[config.mk]
export PLATFORM = sky130hd
export DESIGN_NAME = ean13_width_decoder_unit
export DESIGN_NICKNAME = d
export VERILOG_FILES = /design/src/rtl/ean13_pkg.sv /design/src/rtl/ean13_front.sv /design/src/rtl/ean13_jobq.sv /design/src/rtl/ean13_div.sv /design/src/rtl/ean13_back.sv /design/src/rtl/ean13_width_decoder_unit.sv
export SDC_FILE = /design/constraint.sdc
export NUM_CORES = 2
export LEC_CHECK = 0
export ABC_AREA = 0
export BUFFER_PORTS_ARGS = -buffer_cell sky130_fd_sc_hd__buf_4
export CAP_MARGIN = 20
export CORE_MARGIN = 4
export CORE_UTILIZATION = 55
export DETAILED_ROUTE_END_ITERATION = 8
export GPL_TIMING_DRIVEN = 0
export MAX_ROUTING_LAYER = met4
export PLACE_DENSITY = 0.71
export SLEW_MARGIN = 20
export SYNTH_ARGS = -nofsm -noshare
export SYNTH_HDL_FRONTEND = slang
export SYNTH_SLANG_ARGS = --single-unit
[constraint.sdc]
create_clock -name clk -period 21.4 [get_ports clk]
set_input_delay 0 -clock clk [delete_from_list [all_inputs] [get_ports clk]]
set_output_delay 0 -clock clk [all_outputs]
set_load 0.03 [all_outputs]
[src/rtl/ean13_pkg.sv]
// shared types, constants and code tables of the ean-13 width decoder
`default_nettype none
package ean13_pkg;

  // field widths
  localparam int IN_W           = 16;
  localparam int WIDTH_BITS_DEF = 16;
  localparam int TOTAL_W        = 22;
  localparam int LIMIT_W        = 24;
  localparam int DIGITS_W       = 52;
  localparam int CONF_W         = 16;
  localparam int STATUS_W       = 3;

  // run geometry
  localparam int KEEP_WIDTHS = 59;
  localparam int CNT_W       = $clog2(KEEP_WIDTHS + 1);
  localparam int MEM_AW      = CNT_W + 1;
  localparam int LEFT_DIGITS = 6;
  localparam int GUARD_L_END = 3;
  localparam int GUARD_M_LO  = 27;
  localparam int GUARD_M_HI  = 31;
  localparam int GUARD_R_LO  = 56;

  // arithmetic
  localparam int NORM_SCALE = 95 * 256;
  localparam int N_W        = 15;
  localparam int SQ_W       = 30;
  localparam int CAND_W     = SQ_W + 2;
  localparam int GE_W       = SQ_W + 4;
  localparam int E_W        = 36;
  localparam int LIMIT_RESET = 327680;
  localparam int CONF_SPAN  = 20 * 65536;
  localparam int X_W        = 19;
  localparam int RECIP5     = 838861;
  localparam int RECIP_W    = 20;
  localparam int RECIP_SH   = 22;
  localparam int CPROD_W    = X_W + RECIP_W;
  localparam int Q_W        = CPROD_W - RECIP_SH;

  localparam int JOBQ_DEPTH = 2;

  typedef enum logic [2:0] {
    STAT_OK     = 3'd0,
    STAT_SHORT  = 3'd1,
    STAT_GUARD  = 3'd2,
    STAT_PARITY = 3'd3,
    STAT_CHECK  = 3'd4
  } status_t;

  typedef enum logic [3:0] {
    ST_IDLE, ST_READ, ST_MUL, ST_DIVGO, ST_DIVWAIT, ST_SQ, ST_NEXT,
    ST_CSUM, ST_CCMP, ST_DIG, ST_END, ST_FIN
  } back_state_t;

  typedef struct packed {
    logic [IN_W-1:0] bar_width;
    logic            last_width;
  } in_t;

  typedef struct packed {
    logic                decode_ok;
    logic [STATUS_W-1:0] status;
    logic [DIGITS_W-1:0] digits_packed;
    logic [CONF_W-1:0]   confidence;
  } out_t;

  typedef struct packed {
    logic               bank;
    logic               full;
    logic [TOTAL_W-1:0] total;
  } job_t;

  typedef struct packed {
    logic              en;
    logic [MEM_AW-1:0] addr;
  } rd_req_t;

  // module count of element col of the l pattern for digit d
  function automatic logic [2:0] pat_modules(input logic [3:0] d, input logic [1:0] col);
    logic [11:0] row;
    unique case (d)
      4'd0:    row = {3'd3, 3'd2, 3'd1, 3'd1};
      4'd1:    row = {3'd2, 3'd2, 3'd2, 3'd1};
      4'd2:    row = {3'd2, 3'd1, 3'd2, 3'd2};
      4'd3:    row = {3'd1, 3'd4, 3'd1, 3'd1};
      4'd4:    row = {3'd1, 3'd1, 3'd3, 3'd2};
      4'd5:    row = {3'd1, 3'd2, 3'd3, 3'd1};
      4'd6:    row = {3'd1, 3'd1, 3'd1, 3'd4};
      4'd7:    row = {3'd1, 3'd3, 3'd1, 3'd2};
      4'd8:    row = {3'd1, 3'd2, 3'd1, 3'd3};
      4'd9:    row = {3'd3, 3'd1, 3'd1, 3'd2};
      default: row = {3'd1, 3'd1, 3'd1, 3'd1};
    endcase
    return row[(3 - col) * 3 +: 3];
  endfunction

  // first digit from left parity bits, msb set when a pattern matches
  function automatic logic [4:0] parity_lead(input logic [5:0] par);
    logic [5:0] tbl [10];
    logic [4:0] res;
    tbl = '{6'h00, 6'h34, 6'h2C, 6'h1C, 6'h32, 6'h26, 6'h0E, 6'h2A, 6'h1A, 6'h16};
    res = '0;
    for (int k = 9; k >= 0; k--) begin
      if (tbl[k] == par) res = {1'b1, 4'(k)};
    end
    return res;
  endfunction

endpackage
`default_nettype wire

[src/rtl/ean13_front.sv]
// front end: width intake, two-bank width store and run bookkeeping
`default_nettype none
module ean13_front import ean13_pkg::*; #(
  parameter int WIDTH_BITS = WIDTH_BITS_DEF
) (
  input  wire logic clk,
  input  wire logic rst_n,
  input  wire logic in_valid,
  output logic      in_ready,
  input  wire in_t  in_data,
  output logic      push,
  output job_t      push_job,
  input  wire logic job_done,
  input  wire rd_req_t rd_req,
  output logic [((WIDTH_BITS < IN_W) ? WIDTH_BITS : IN_W)-1:0] rd_data
);

  localparam int KW = (WIDTH_BITS < IN_W) ? WIDTH_BITS : IN_W;

  logic [KW-1:0]      mem [2**MEM_AW];
  logic [KW-1:0]      rd_data_r;
  logic [CNT_W-1:0]   cnt_r;
  logic [TOTAL_W-1:0] total_r;
  logic               bank_r;
  logic [1:0]         outst_r;
  logic               accept, keep;
  logic [KW-1:0]      w;

  assign in_ready = (outst_r < 2'(JOBQ_DEPTH));
  assign accept   = in_valid && in_ready;
  assign w        = in_data.bar_width[KW-1:0];
  assign keep     = (cnt_r < CNT_W'(KEEP_WIDTHS));
  assign push     = accept && in_data.last_width;
  assign rd_data  = rd_data_r;

  always_comb begin
    push_job.bank  = bank_r;
    push_job.full  = (cnt_r == CNT_W'(KEEP_WIDTHS)) || (cnt_r == CNT_W'(KEEP_WIDTHS - 1));
    push_job.total = total_r + (keep ? TOTAL_W'(w) : '0);
  end

  always_ff @(posedge clk) begin
    if (!rst_n) begin
      cnt_r   <= '0;
      total_r <= '0;
      bank_r  <= 1'b0;
      outst_r <= '0;
    end else begin
      if (accept) begin
        if (in_data.last_width) begin
          cnt_r   <= '0;
          total_r <= '0;
          bank_r  <= !bank_r;
        end else if (keep) begin
          cnt_r   <= cnt_r + 1'b1;
          total_r <= total_r + TOTAL_W'(w);
        end
      end
      outst_r <= outst_r + {1'b0, push} - {1'b0, job_done};
    end
  end

  always_ff @(posedge clk) begin
    if (accept && keep) mem[{bank_r, cnt_r}] <= w;
    if (rd_req.en) rd_data_r <= mem[rd_req.addr];
  end

endmodule
`default_nettype wire

[src/rtl/ean13_jobq.sv]
// small fifo of finished runs waiting for the decode back end
`default_nettype none
module ean13_jobq import ean13_pkg::*; (
  input  wire logic clk,
  input  wire logic rst_n,
  input  wire logic push,
  input  wire job_t push_job,
  input  wire logic pop,
  output logic      head_valid,
  output job_t      head
);

  localparam int PTR_W = $clog2(JOBQ_DEPTH);

  job_t             q_r [JOBQ_DEPTH];
  logic [PTR_W-1:0] wr_ptr_r, rd_ptr_r;
  logic [PTR_W:0]   cnt_r;

  assign head_valid = (cnt_r != '0);
  assign head       = q_r[rd_ptr_r];

  always_ff @(posedge clk) begin
    if (!rst_n) begin
      wr_ptr_r <= '0;
      rd_ptr_r <= '0;
      cnt_r    <= '0;
    end else begin
      if (push) wr_ptr_r <= wr_ptr_r + 1'b1;
      if (pop)  rd_ptr_r <= rd_ptr_r + 1'b1;
      cnt_r <= cnt_r + {{PTR_W{1'b0}}, push} - {{PTR_W{1'b0}}, pop};
    end
  end

  always_ff @(posedge clk) begin
    if (push) q_r[wr_ptr_r] <= push_job;
  end

endmodule
`default_nettype wire

[src/rtl/ean13_div.sv]
// restoring divider, one quotient bit per cycle
`default_nettype none
module ean13_div import ean13_pkg::*; #(
  parameter int DW = 31,
  parameter int VW = TOTAL_W,
  parameter int QW = N_W
) (
  input  wire logic          clk,
  input  wire logic          rst_n,
  input  wire logic          start,
  input  wire logic [DW-1:0] dividend,
  input  wire logic [VW-1:0] divisor,
  output logic               done,
  output logic [QW-1:0]      quot
);

  localparam int CW = $clog2(QW + 1);

  logic [VW-1:0] rem_r, div_r;
  logic [QW-1:0] low_r;
  logic [CW-1:0] cnt_r;
  logic          busy_r;
  logic [VW:0]   trial;
  logic          qbit;

  assign trial = {rem_r, low_r[QW-1]};
  assign qbit  = (trial >= {1'b0, div_r});
  assign done  = busy_r && (cnt_r == '0);
  assign quot  = low_r;

  always_ff @(posedge clk) begin
    if (!rst_n) begin
      busy_r <= 1'b0;
      cnt_r  <= '0;
    end else if (start) begin
      busy_r <= 1'b1;
      cnt_r  <= CW'(QW);
    end else if (cnt_r != '0) begin
      cnt_r <= cnt_r - 1'b1;
    end else begin
      busy_r <= 1'b0;
    end
  end

  always_ff @(posedge clk) begin
    if (start) begin
      rem_r <= VW'(dividend[DW-1:QW]);
      low_r <= dividend[QW-1:0];
      div_r <= divisor;
    end else if (cnt_r != '0) begin
      rem_r <= qbit ? VW'(trial - {1'b0, div_r}) : VW'(trial);
      low_r <= {low_r[QW-2:0], qbit};
    end
  end

endmodule
`default_nettype wire

[src/rtl/ean13_back.sv]
// back end: normalization, guard and digit matching, result register
`default_nettype none
module ean13_back import ean13_pkg::*; #(
  parameter int WIDTH_BITS = WIDTH_BITS_DEF
) (
  input  wire logic clk,
  input  wire logic rst_n,
  input  wire logic job_valid,
  input  wire job_t job,
  output logic      job_pop,
  output rd_req_t   rd_req,
  input  wire logic [((WIDTH_BITS < IN_W) ? WIDTH_BITS : IN_W)-1:0] rd_data,
  input  wire logic [LIMIT_W-1:0] limit,
  output logic      job_done,
  output logic      out_valid,
  input  wire logic out_ready,
  output out_t      out_data
);

  localparam int KW = (WIDTH_BITS < IN_W) ? WIDTH_BITS : IN_W;
  localparam int PW = KW + N_W;

  back_state_t state_r, state_nxt;

  logic               bank_r;
  logic [TOTAL_W-1:0] total_r;
  logic [CNT_W-1:0]   idx_r;
  logic [1:0]         slot_r, m_r;
  logic [3:0]         pos_r;
  logic [PW-1:0]      prod_r;
  logic [N_W-1:0]     n_r;
  logic [SQ_W-1:0]    sqe_r [4][4];
  logic [3:0]         d_r, bd_r, first_r;
  logic               g_r, bg_r;
  logic [CAND_W-1:0]  cand_r, best_r;
  logic [GE_W-1:0]    ge_r;
  logic [E_W-1:0]     e_r;
  logic [3:0]         acc_r;
  logic [5:0]         par_r;
  logic [47:0]        digs_r;
  status_t            status_r;
  logic               fail_r, big_r;
  logic [CPROD_W-1:0] cprod_r;
  logic               out_valid_r;
  out_t               out_data_r;

  logic               div_start, div_done, load, guard, right, last_cand;
  logic [N_W-1:0]     div_quot;
  logic [16:0]        diff, absd;
  logic [SQ_W-1:0]    sq;
  logic [CAND_W-1:0]  cand_sum;
  logic [E_W-1:0]     e_tot;
  logic [4:0]         fd;
  logic [4:0]         chk_s;
  logic [5:0]         acc_t;
  logic [4:0]         acc_add;
  logic [Q_W-1:0]     q;
  logic [CONF_W-1:0]  conf;

  ean13_div #(.DW(PW), .VW(TOTAL_W), .QW(N_W)) u_div (
    .clk(clk), .rst_n(rst_n), .start(div_start), .dividend(prod_r),
    .divisor(total_r), .done(div_done), .quot(div_quot)
  );

  assign guard = (idx_r < CNT_W'(GUARD_L_END)) || (idx_r >= CNT_W'(GUARD_R_LO)) ||
                 ((idx_r >= CNT_W'(GUARD_M_LO)) && (idx_r <= CNT_W'(GUARD_M_HI)));
  assign right = (pos_r >= 4'(LEFT_DIGITS));
  assign last_cand = (d_r == 4'd9) && (right || g_r);

  // squared error of the current width against m_r+1 modules
  assign diff = {2'b00, n_r} - {6'd0, {1'b0, m_r} + 3'd1, 8'd0};
  assign absd = diff[16] ? (~diff + 17'd1) : diff;
  assign sq   = SQ_W'(absd[15:0] * absd[15:0]);

  always_comb begin
    logic [1:0] col;
    logic [2:0] mods;
    cand_sum = '0;
    for (int i = 0; i < 4; i++) begin
      col  = g_r ? 2'(3 - i) : 2'(i);
      mods = pat_modules(d_r, col) - 3'd1;
      cand_sum = cand_sum + CAND_W'(sqe_r[i][mods[1:0]]);
    end
  end

  assign e_tot   = E_W'(ge_r) + e_r;
  assign fd      = parity_lead(par_r);
  assign chk_s   = {1'b0, acc_r} + {1'b0, fd[3:0]};
  assign acc_add = pos_r[0] ? {1'b0, bd_r} : ({1'b0, bd_r} + {bd_r, 1'b0});
  assign acc_t   = {2'b00, acc_r} + {1'b0, acc_add};
  assign q       = cprod_r[RECIP_SH +: Q_W];

  always_comb begin
    if (big_r)           conf = '0;
    else if (q == '0)    conf = '1;
    else                 conf = CONF_W'(17'h10000 - 17'(q));
  end

  // sequencer
  always_comb begin
    state_nxt = state_r;
    job_pop   = 1'b0;
    rd_req.en = 1'b0;
    rd_req.addr = {bank_r, idx_r};
    div_start = 1'b0;
    load      = 1'b0;
    unique case (state_r)
      ST_IDLE: begin
        if (job_valid) begin
          job_pop   = 1'b1;
          state_nxt = (!job.full || job.total == '0) ? ST_FIN : ST_READ;
        end
      end
      ST_READ: begin
        rd_req.en = 1'b1;
        state_nxt = ST_MUL;
      end
      ST_MUL:   state_nxt = ST_DIVGO;
      ST_DIVGO: begin
        div_start = 1'b1;
        state_nxt = ST_DIVWAIT;
      end
      ST_DIVWAIT: if (div_done) state_nxt = ST_SQ;
      ST_SQ: begin
        if (guard)               state_nxt = ST_NEXT;
        else if (m_r == 2'd3)    state_nxt = (slot_r == 2'd3) ? ST_CSUM : ST_NEXT;
      end
      ST_NEXT: state_nxt = (idx_r == CNT_W'(KEEP_WIDTHS - 1)) ? ST_END : ST_READ;
      ST_CSUM: state_nxt = ST_CCMP;
      ST_CCMP: state_nxt = last_cand ? ST_DIG : ST_CSUM;
      ST_DIG:  state_nxt = ST_NEXT;
      ST_END:  state_nxt = ST_FIN;
      ST_FIN: begin
        if (!out_valid_r || out_ready) begin
          load      = 1'b1;
          state_nxt = ST_IDLE;
        end
      end
      default: state_nxt = ST_IDLE;
    endcase
  end

  assign job_done  = load;
  assign out_valid = out_valid_r;
  assign out_data  = out_data_r;

  always_ff @(posedge clk) begin
    if (!rst_n) begin
      state_r     <= ST_IDLE;
      out_valid_r <= 1'b0;
    end else begin
      state_r <= state_nxt;
      if (load)           out_valid_r <= 1'b1;
      else if (out_ready) out_valid_r <= 1'b0;
    end
  end

  always_ff @(posedge clk) begin
    unique case (state_r)
      ST_IDLE: begin
        bank_r   <= job.bank;
        total_r  <= job.total;
        idx_r    <= '0;
        slot_r   <= '0;
        pos_r    <= '0;
        ge_r     <= '0;
        e_r      <= '0;
        acc_r    <= '0;
        par_r    <= '0;
        digs_r   <= '0;
        first_r  <= '0;
        fail_r   <= 1'b1;
        status_r <= job.full ? STAT_GUARD : STAT_SHORT;
      end
      ST_MUL:     prod_r <= PW'(rd_data) * PW'(NORM_SCALE);
      ST_DIVWAIT: begin
        n_r <= div_quot;
        m_r <= '0;
      end
      ST_SQ: begin
        if (guard) begin
          ge_r <= ge_r + GE_W'(sq);
        end else begin
          sqe_r[slot_r][m_r] <= sq;
          m_r <= m_r + 1'b1;
          if (m_r == 2'd3) begin
            slot_r <= slot_r + 1'b1;
            d_r    <= '0;
            g_r    <= 1'b0;
          end
        end
      end
      ST_NEXT: idx_r <= idx_r + 1'b1;
      ST_CSUM: cand_r <= cand_sum;
      ST_CCMP: begin
        // strict compare keeps the earlier digit, l before g
        if ((d_r == '0 && !g_r) || cand_r < best_r) begin
          best_r <= cand_r;
          bd_r   <= d_r;
          bg_r   <= g_r;
        end
        if (!right && !g_r) begin
          g_r <= 1'b1;
        end else begin
          g_r <= 1'b0;
          d_r <= d_r + 1'b1;
        end
      end
      ST_DIG: begin
        e_r    <= e_r + E_W'(best_r);
        digs_r <= {digs_r[43:0], bd_r};
        if (!right && bg_r) par_r[pos_r[2:0]] <= 1'b1;
        if (acc_t >= 6'd30)      acc_r <= 4'(acc_t - 6'd30);
        else if (acc_t >= 6'd20) acc_r <= 4'(acc_t - 6'd20);
        else if (acc_t >= 6'd10) acc_r <= 4'(acc_t - 6'd10);
        else                     acc_r <= acc_t[3:0];
        pos_r <= pos_r + 1'b1;
      end
      ST_END: begin
        first_r <= fd[3:0];
        big_r   <= (e_tot >= E_W'(CONF_SPAN));
        cprod_r <= CPROD_W'(e_tot[X_W+1:2]) * CPROD_W'(RECIP5);
        priority if (ge_r > GE_W'(limit)) begin
          status_r <= STAT_GUARD;
          fail_r   <= 1'b1;
        end else if (!fd[4]) begin
          status_r <= STAT_PARITY;
          fail_r   <= 1'b1;
        end else if (chk_s != 5'd0 && chk_s != 5'd10) begin
          status_r <= STAT_CHECK;
          fail_r   <= 1'b1;
        end else begin
          status_r <= STAT_OK;
          fail_r   <= 1'b0;
        end
      end
      default: ;
    endcase
    if (load) begin
      out_data_r.decode_ok     <= !fail_r;
      out_data_r.status        <= status_r;
      out_data_r.digits_packed <= fail_r ? '0 : {first_r, digs_r};
      out_data_r.confidence    <= fail_r ? '0 : conf;
    end
  end

endmodule
`default_nettype wire

[src/rtl/ean13_width_decoder_unit.sv]
// top level of the ean-13 width decoder
`default_nettype none
// Bar and space widths stream in at one beat per cycle while in_ready is high
// and land in one of two store banks; a beat with last_width set closes the
// run and queues it for decode, so the next run can stream into the other
// bank while the first is decoded. Only the first 59 widths of a run are kept.
// Decode walks the 59 kept widths one by one: a store read, a 24320x multiply
// and a restoring divider (one quotient bit per cycle) give the normalized
// width, then one squarer builds the error against 1 module (guards) or 1 to
// 4 modules (digit widths). Every fourth digit width is matched against the
// l and g patterns (left half) or the l pattern (right half), each candidate
// summed and then compared. A short run or a zero total skips the walk.
// With both banks waiting, in_ready drops until a result has been handed to
// the output register. The user must write the guard error limit through
// cfg_we/cfg_wdata only while the block is idle; the block does not enforce it.
module ean13_width_decoder_unit import ean13_pkg::*; #(
  parameter int WIDTH_BITS = WIDTH_BITS_DEF
) (
  input  wire logic               clk,
  input  wire logic               rst_n,
  input  wire logic               in_valid,
  output logic                    in_ready,
  input  wire in_t                in_data,
  output logic                    out_valid,
  input  wire logic               out_ready,
  output out_t                    out_data,
  input  wire logic               cfg_we,
  input  wire logic [LIMIT_W-1:0] cfg_wdata
);

  localparam int KW = (WIDTH_BITS < IN_W) ? WIDTH_BITS : IN_W;

  logic [LIMIT_W-1:0] limit_r;
  logic               push, pop, head_valid, job_done;
  job_t               push_job, head;
  rd_req_t            rd_req;
  logic [KW-1:0]      rd_data;

  // guard error limit, q.16
  always_ff @(posedge clk) begin
    if (!rst_n)      limit_r <= LIMIT_W'(LIMIT_RESET);
    else if (cfg_we) limit_r <= cfg_wdata;
  end

  // intake and width store
  ean13_front #(.WIDTH_BITS(WIDTH_BITS)) u_front (
    .clk(clk), .rst_n(rst_n), .in_valid(in_valid), .in_ready(in_ready),
    .in_data(in_data), .push(push), .push_job(push_job), .job_done(job_done),
    .rd_req(rd_req), .rd_data(rd_data)
  );

  // runs waiting for decode
  ean13_jobq u_jobq (
    .clk(clk), .rst_n(rst_n), .push(push), .push_job(push_job), .pop(pop),
    .head_valid(head_valid), .head(head)
  );

  // decode and result register
  ean13_back #(.WIDTH_BITS(WIDTH_BITS)) u_back (
    .clk(clk), .rst_n(rst_n), .job_valid(head_valid), .job(head), .job_pop(pop),
    .rd_req(rd_req), .rd_data(rd_data), .limit(limit_r), .job_done(job_done),
    .out_valid(out_valid), .out_ready(out_ready), .out_data(out_data)
  );

endmodule
`default_nettype wire
==> out/qor.csv <==
stage,metric,value,unit
status,status,completed,
sta,"Slew Viols, Final",0,
critical_path,R2R Path End,u_back.ge_r[29],
global_routing,initial antenna violation count,12,
clock_tree,clk root buf,clkbuf_16,
synthesis,Yosys top cell by area,edfxtp_1,
critical_path,worst reg-to-reg path cell count,41,
sta,TNS Setup,0,ns
synthesis,Synth top area share,62.7,%
critical_path,CP Max Fanout,17,
critical_path,CP dominant cell by count,inv_1,
layout,share of cells above drive strength 1,19.4,%
die,Die Ht,519,um
layout,area delta synth->final,13.9,%
global_routing,largest net degree at the start of global routing,132,
die,effective utilization at floorplan,55.3,%
critical_path,Critical Path Max Stage Delay,0.69,ns
clock_tree,Max Root-Sink Buffers,4,
layout,nets@finish,10300,
critical_path,crit path kind,reg2reg,
synthesis,sequential area share after synthesis,63.9,%
global_routing,vias in the first global route,81100,
synthesis,mapped cell area,144000,um^2
die,row cnt,187,
critical_path,CP arrival,12.87,ns
synthesis,"top cells by count, synth","edfxtp_1 (3004), mux4_2 (762), inv_1 (662), ha_1 (602), nor2_1 (471)",
die,core box area,260000,um^2
placed_design,Post-DP HPWL,260000,um
synthesis,Synth area leaders,"edfxtp_1 (63%), mux4_2 (12%), ha_1 (5.2%)",
route,wl on met1,140000,um
sta,final period utilization,57.3,%
critical_path,Worst path top cell family by delay,adder cells,
global_routing,GRT Resource Usage Total,28.7,%
synthesis,"EDFF count, synth",3004,
critical_path,critical path launch point type,flop,
critical_path,worst reg2reg startpoint,u_back.m_r[0],
clock_tree,post-CTS sizing,0,
sta,fmax,0.0815,GHz
route,post-route ant nets,0,
synthesis,Post-Syn Area per Cell,17.0,um^2
die,Die Area,270000,um^2
synthesis,synth unique cells,91,
route,Total Wirelength,376000,um
clock_tree,TritonCTS clock tree,done,
layout,fin cells,13000,
route,Residual DRC,0,
hold_path,min-delay worst type,in2reg,
layout,final core occ,63.0,%
hold_path,Hold Crit Start,in_data[14],
clock_tree,htree depth,5,
critical_path,CP required,22.01,ns
placed_design,PortBufs,116,
clock_tree,clock slew at reported path FFs,0.07,ns
critical_path,R2R setup slack,9.14,ns
placed_design,placed cell count,12400,
synthesis,#FFs+latches synth,3087,
clock_tree,clock latency on the worst-skew pair,0.90,ns
sta,min cycle time layout,12.26,ns
route,via count,80700,
hold_path,worst hold stages,2,
global_routing,global route total overflow,0,
hold_path,"Endpoint, Worst Hold",u_front.mem[79][13],
sta,skew final,0.0879,ns
critical_path,crit end category,flop,
clock_tree,CTS sink cnt,3087,
critical_path,Worst Path Buf+Inv,10,
synthesis,Syn Inst Count,8462,
route,routed length on met3,31400,um
sta,final hold violation count,0,
placed_design,gpl congestion,0.962,
critical_path,"Slowest-stage cell, CP",xor2_2,
layout,Fillers,18000,
route,Max Used Layer,met4,
placed_design,placed cell area,153000,um^2
route,met2 WL post-DR,181000,um
synthesis,main flop type after synthesis,edfxtp_1,
route,1st-pass router iterations,5,
global_routing,first-pass GRT wire length,550000,um
route,via/cell ratio,6.19,
synthesis,ys async rst share,0,%
synthesis,Yosys Warn Count,0,
route,DRT iter0 DRCs,9928,
die,IO Pins,120,
sta,"Setup violations, final",0,
synthesis,most frequent cell after synthesis,edfxtp_1,
layout,fin area,164000,um^2
die,Die Width,519,um
sta,RSZ-0062 raised after global routing,no,
route,wire per inst,28.9,um
clock_tree,TritonCTS Buffers,316,
sta,worst slew pin tran,1.27,ns
job,max_cap viols,0,
sta,Max-slew headroom,15.6,%
==> timing repair <==
action / in CTS / in global routing
endpoints found under the hold margin: 2090 / 0
hold buffers: 75 / 0
buffers inserted: 0 / 0
==> layer usage <==
layer / vias up / global-route usage (%)
met5: - / -
met4: 0 / 14.2
met3: 962 / 4.78
met2: 4191 / 45.0
met1: 41400 / 36.7
li1: 34200 / -
==> cells by family (layout without fill, tap and decap cells) <==
family / count (synthesis) / count (layout) / synth area share [%]
buffers and inverters: 957 / 1877 / 2.53
other: 2 / 160 / 0.00522
flip-flops: 3087 / 3087 / 63.9
adder cells (fa/ha/maj): 956 / 956 / 10.2
multiplexers: 891 / 891 / 12.9
XOR/XNOR: 283 / 283 / 1.72
AND/OR/NAND/NOR: 1365 / 1365 / 4.61
AO/OA/AOI/OAI: 921 / 921 / 4.20
==> worst max path at each step <==
| stage | end | depth (start not counted) | slack, ns | from |
|---|---|---|---|---|
| 2_1_floorplan | u_back.ge_r[29] | 43 | 11.06 | u_back.m_r[0] |
| 3_3_place_gp | u_back.ge_r[29] | 38 | 8.31 | u_back.m_r[0] |
| 3_5_place_dp | u_back.ge_r[29] | 41 | 9.20 | u_back.m_r[0] |
| 4_1_cts | u_back.ge_r[29] | 41 | 9.16 | u_back.m_r[0] |
| 5_1_grt | u_back.ge_r[29] | 43 | 8.39 | u_back.m_r[0] |
| 6_report | u_back.ge_r[29] | 41 | 9.14 | u_back.m_r[0] |
==> registers in the layout, indices dropped and copies added (netlist names), 23 cells and up, named ones only <==
register,flops
limit_r,24
u_back.best_r,32
u_back.cand_r,32
u_back.digs_r,48
u_back.e_r,36
u_back.ge_r,34
u_back.out_data,72
u_back.prod_r,23
u_back.sqe_r,464
u_front.mem,2048
u_jobq.q_r,48
==> layout by cell type, fill, tap and decap left out, types with 98 or more instances in the layout <==
cell type / count
xor2_1: 101
o21ai_0: 105
and2_1: 98
mux4_2: 762
a21o_1: 138
inv_1: 662
xnor2_1: 160
ha_1: 602
nor2_1: 345
buf_4: 114
clkbuf_16: 323
fa_1: 354
a21oi_1: 270
edfxtp_1: 3004
nor2b_1: 152
clkbuf_1: 223
conb_1: 148
nand2_1: 254
==> through the flow <==
stage,hold WS (ns),worst slack [ns]
after floorplan,0.0989,11.06
after global routing,0.0484,8.39
after detailed placement,0.252,9.20
after CTS,0.0188,9.16
final,0.0686,9.14
after global placement,0.250,8.31
==> area by class of cell <==
cell class                      count  area (um^2)  share of cell area [%]
Sequential cell                  3087        91900                    56.1
Multi-Input combinational cell   4564        49600                    30.3
Clock buffer                      393         8400                    5.13
Tap cell                         3496         4370                    2.67
Timing Repair Buffer              352         4010                    2.45
Inverter                          677         2540                    1.55
Clock inverter                    175         1770                    1.08
Buffer                            280         1180                   0.721
Antenna cell                       12         30.0                  0.0183
Power is left out: the tool's default activity adds up to more than one toggle a clock period on the data nets, which glitch-free logic cannot reach.
